<file path="config.mk">
export PLATFORM = sky130hd
export DESIGN_NAME = blu_div
export DESIGN_NICKNAME = d
export VERILOG_FILES = /design/src/design/blu_div.sv
export SDC_FILE = /design/constraint.sdc
export NUM_CORES = 2
export LEC_CHECK = 0
export BUFFER_PORTS_ARGS = -buffer_cell sky130_fd_sc_hd__clkbuf_2
export CAP_MARGIN = 20
export CORE_MARGIN = 2
export CORE_UTILIZATION = 63
export CTS_CLUSTER_SIZE = 40
export DETAILED_ROUTE_END_ITERATION = 16
export GPL_TIMING_DRIVEN = 0
export PLACE_DENSITY = 0.79
export SLEW_MARGIN = 25
export SYNTH_ARGS = -nofsm -noshare
export SYNTH_HDL_FRONTEND = slang
export SYNTH_SLANG_ARGS = --single-unit
</file>
<file path="constraint.sdc">
create_clock -name clock -period 3.3 [get_ports clock]
set_clock_uncertainty 0.1 [all_clocks]
set_input_delay 0.495 -clock clock [delete_from_list [all_inputs] [get_ports clock]]
set_output_delay 0.495 -clock clock [all_outputs]
set_load 0.03 [all_outputs]
</file>
<file path="src/design/blu_div.sv">
// ----------------------------------------------------------------------------
// blu_div
// Pipelined restoring divider, one quotient bit per stage.
// ----------------------------------------------------------------------------
module blu_div #(
   parameter int NUM_W = 30,
   parameter int DEN_W = 14
) (
   input  logic             clock,
   input  logic             enable,
   input  logic [NUM_W-1:0] num_in,
   input  logic [DEN_W-1:0] den_in,
   output logic [NUM_W-1:0] quo_out
);

   logic [DEN_W-1:0] a_ff [1:NUM_W];
   logic [NUM_W-1:0] q_ff [1:NUM_W];
   logic [DEN_W-1:0] d_ff [1:NUM_W];

   for (genvar k = 1; k <= NUM_W; k++) begin : g_stage
      logic [DEN_W-1:0] a_prev;
      logic [NUM_W-1:0] q_prev;
      logic [DEN_W-1:0] d_prev;
      logic [DEN_W:0]   a_shift;
      logic [DEN_W-1:0] a_in;
      logic [NUM_W-1:0] q_in;

      if (k == 1) begin : g_first
         assign a_prev = '0;
         assign q_prev = num_in;
         assign d_prev = den_in;
      end else begin : g_next
         assign a_prev = a_ff[k-1];
         assign q_prev = q_ff[k-1];
         assign d_prev = d_ff[k-1];
      end

      always_comb begin
         a_shift = {a_prev, q_prev[NUM_W-1]};
         q_in    = {q_prev[NUM_W-2:0], 1'b0};
         if (a_shift >= {1'b0, d_prev}) begin
            a_shift = a_shift - {1'b0, d_prev};
            q_in[0] = 1'b1;
         end
         a_in = a_shift[DEN_W-1:0];
      end

      always_ff @(posedge clock) begin
         if (enable) begin
            a_ff[k] <= a_in;
            q_ff[k] <= q_in;
            d_ff[k] <= d_prev;
         end
      end
   end

   assign quo_out = q_ff[NUM_W];

endmodule
</file>
**Word-level counts from Yosys, hierarchy flattened**

Memory sizes are Yosys's and may differ from the RTL's.
Cells that the tools add are included.

- Add/subtract/negate cells: 30
- $mul: 0
- Divide/modulo/power cells: 0
- $lt $le $gt $ge: 30
- Eq/ne operators: 0
- Shifts and indexed selects: 0
- Multiplexer cells: 62
- Bitwise operators: 0
- Reduce and logical (&&, ||, !) cells: 0

Operators with widths:

| kind | number |
|---|---|
| $ge A15 B14 Y1 | 29 |
| $mux W14 | 30 |
| $sub A14 B14 Y14 | 29 |
| $mux W1 | 32 |
| $ge A1 B14 Y1 | 1 |
| $sub A1 B14 Y14 | 1 |

- Register bits after elaboration: 0
- Latch bits: 0
- Bits in writable memories: 1740
- Memory bits (read-only): 0
- Input bits: 46
- Word-level logic and storage cells: 125
- Memories: 3

Memory list:

| name | depth | bits a word | rd ports | clocked after Yosys merged registers in | wr ports | line | RTL |
|---|---|---|---|---|---|---|---|
| q_ff | 30 | 30 | 30 | 0 | 30 | 17 | `logic [NUM_W-1:0] q_ff [1:NUM_W];` |
| a_ff | 30 | 14 | 29 | 0 | 30 | 16 | `logic [DEN_W-1:0] a_ff [1:NUM_W];` |
| d_ff | 30 | 14 | 29 | 0 | 30 | 18 | `logic [DEN_W-1:0] d_ff [1:NUM_W];` |

**Longest topological paths before layout**

An unclocked memory read counts as a cell.

- Depth in word-level cells: 3
- Mapped depth: 12

**Least setup slack after synthesis**

OpenSTA, ideal clock, no wires.

- Path kind: flip-flop to flip-flop
- Start: register a_ff[1][0] (netlist name)
- End: register a_ff[1][20] (netlist name)
- Data arrival time: 2.592 ns
- Path slack: 0.348 ns
- Cell stages (with the launch flop): 11
- Period minus slack after synthesis: 2.952 ns
- Cells stage by stage: edfxtp_1 ha_1 nor2b_1 o31a_1 o41a_1 a31oi_2 a21oi_1 and2_4 a21oi_4 buf_6 mux2_2

==> results.ini <==
[outcome]
status = completed

[yosys]
synth_top_area_frac = 0.679
synth_flop_cell = edfxtp_1
synthArstFlopShare = 0
yosysMostFrequentCell = edfxtp_1
synth_edf_count = 1712
syn_inst = 5223
yosysTopAreaCell = edfxtp_1
yosysUniqueCellTypes = 94
synth_seq_cells = 1712
syn_area_per_cell_um2 = 14.5
yosysWarnings = 0
synth_nets = 5733
ys_top_cells_by_count = 1712 x edfxtp_1, 535 x inv_1, 436 x ha_1, 292 x o21ai_0, 288 x a21oi_1
seq_area_frac_synth = 0.679
synth_area_leaders = edfxtp_1 68%, ha_1 7.2%, inv_1 2.7%
syn_area_mm2 = 0.0757

[pwr]
power.density_mw_per_mm2 = 893
power_switching_mw = 24.4
switching_share = 0.320
p_leak_nw = 32.8
ir_drop_uv = 611
p_comb_frac = 0.342
total_power_mw = 76.2
p_seq_frac = 0.412
power.internal_mw = 51.8
clkPwrFrac = 0.246

[clock_tree]
clockBufferDepth = 3
cts_root_buf = clkbuf_16
htreeDepth = 4
insertion_delay_ps = 800
path_clk_slew_ps = 60
clock_sinks = 1712
cts_buffers = 170
cts_tree = done

[route]
wl_per_cell_um = 18.0
drtIter0Drc = 3427
ant_nets = 0
drc = 0
drt-total-wl_um = 132000
num_vias = 41562
viasPerCell = 5.67
first_pass_iters = 6

[timing]
max_freq_mhz = 311
fin_crit_sh = 0.975
slew_headroom = 0.285
tightest_slew_ps = 1060
finalMaxSlewViolations = 0
setup_viol = 0
post-route-min-period_ps = 3220
final_hold_viol_count = 0
rsz0062_at_grt = true
hold_ws_ps = 82.3

[grt]
grt_use_total = 0.214
first_global_vias = 40778
grt_max_degree = 100
grt-ovfl-total = 0
antenna_found_initial = 1
grt_first_pass_wirelength_um = 209000

[floorplanning]
dieHeight_um = 351
core_mm2 = 0.119
die_area_mm2 = 0.123
start_util = 0.633
row_count = 127
die_x_um = 351
ios = 76

[critical_path]
rrSetupSlack_ps = 80
cp.required_ps = 3740
crit_path_max_fanout = 10
reg2regPathDepth = 10
arrival_ps = 3660
crit_path_end_kind = register
startpoint = d_ff[1][15]
r2r_start = d_ff[1][15]
worst_setup_path_start_kind = register
crit_path_end = a_ff[2][4]
crit_type = register to register
reg2reg_to = a_ff[2][4]

[worst_hold_path]
hold_class = input port to register

[place]
dp.cells = 6929
port_buffers = 75
hpwl_um = 88100
gp_congestion = 0.928

[layout]
register_area_mm2 = 0.0514
nNetsFinal = 6094
multi_input_area_mm2 = 0.0223
nFillCells = 7794
area_growth_pct = 12.7
diodes = 0
final-instance-count-excl-fill = 7332
layout-drive-gt1-share = 0.122

[job]
maxCapViolCount = 0

==> area by class of cell <==
cell class,count,area share
sequential,1712,0.603
multi-input combinational,2922,0.262
clock buffer,203,0.0516
tap,1612,0.0236
inverter,536,0.0236
timing repair buffer,196,0.0212
clock inverter,105,0.0123
buffer,46,0.00358
==> layout by cell type (no fill, tap or decap), types with 17 or more instances in the layout <==
cell type,n
edfxtp_1,1712
inv_1,530
ha_1,431
o21ai_0,285
a21oi_1,269
nor2_1,268
nand2_1,254
clkbuf_16,171
xnor2_1,165
mux2_2,125
a21o_1,113
xor2_1,106
clkbuf_2,92
nor3_1,69
buf_4,57
nor2b_1,52
o21a_1,51
nand4_1,50
nand2b_1,49
dlygate4sd3_1,44
nand3_1,41
clkinv_1,37
o21bai_1,35
clkbuf_1,34
and3_1,30
fa_1,28
o211ai_1,27
a211oi_1,27
o31ai_1,26
nor4_1,25
mux2i_1,25
mux2_1,23
a21oi_2,22
clkinv_2,22
or2_2,20
buf_16,19
o31a_1,17
==> power by group through the flow <==
stage	Sequential [mW]	Clock, mW	Combinational, mW
detailed placement	31.8	0	24.3
CTS	31.4	19.2	24.8
finish	31.4	18.8	26.0
global route	31.7	20.0	28.7
global placement	33.1	0	23.5
floorplan	30.9	0	18.9
==> worst max-delay path: stages (launching register included) <==
cell	delay (ps)
edfxtp_1	390
inv_1	120
ha_1	260
nor2b_1	160
o21a_1	200
o21ai_0	160
a21oi_1	210
a221oi_2	370
o21a_1	310
buf_2	320
mux2_2	370
==> metrics by stage <==
stage               instance area [um^2]   util  setup slack [ps]  setup TNS, ps
finish                             85300  0.714              82.0              0
global route                       85300  0.714             -50.1           -434
CTS                                84700  0.709             0.183              0
detailed placement                 78600  0.658              -565        -159370
global placement                   78100  0.653            -27000              -
floorplan                          75700      -               348              0
==> routing by layer <==
layer	vias up	part of all wire	global-route usage
li1	20253	-	-
met1	20079	0.43	0.286
met5	-	0.000098	0
met2	983	0.49	0.358
met3	245	0.047	0.0358
met4	2	0.030	0.0778
==> how the worst min path moves through the flow <==
| stage | to | depth (start not counted) | slack (ps) | from |
|---|---|---|---|---|
| floorplan | q_ff[0][100] | 0 | 300 | q_ff[0][69] |
| finish | q_ff[0][48] | 1 | 80 | enable |
| CTS | q_ff[0][48] | 1 | 30 | enable |
| global route | q_ff[0][48] | 1 | 60 | enable |
| detailed placement | q_ff[0][103] | 0 | 300 | q_ff[0][72] |
| global placement | q_ff[2][177] | 0 | 300 | q_ff[2][146] |
==> flip-flops by register name, indices dropped and copies added, names as in the netlist <==
signal / count
q_ff: 900
a_ff: 406
d_ff: 406
==> kinds of logic after synthesis <==
| group | Yosys count | share of synthesized area |
|---|---|---|
| mux | 187 | 0.0281 |
| fa+ha+maj | 464 | 0.0795 |
| flops | 1712 | 0.679 |
| xor+xnor | 271 | 0.0314 |
| buf+inv | 589 | 0.0303 |
| simple gates | 945 | 0.0610 |
| compound gates | 1055 | 0.0906 |
==> what timing repair did <==
| action | 4_1_cts | 5_1_grt |
|---|---|---|
| setup endpoints to repair | 185 | 259 |
| resized for setup | 26 | 104 |
| hold endpoints to repair | 46 | 0 |
| hold buffers | 44 | 0 |
| cloned | 0 | 2 |
| setup buffers | 18 | 38 |
| pin swaps | 11 | 27 |
Power figures use the tool's default switching activity.
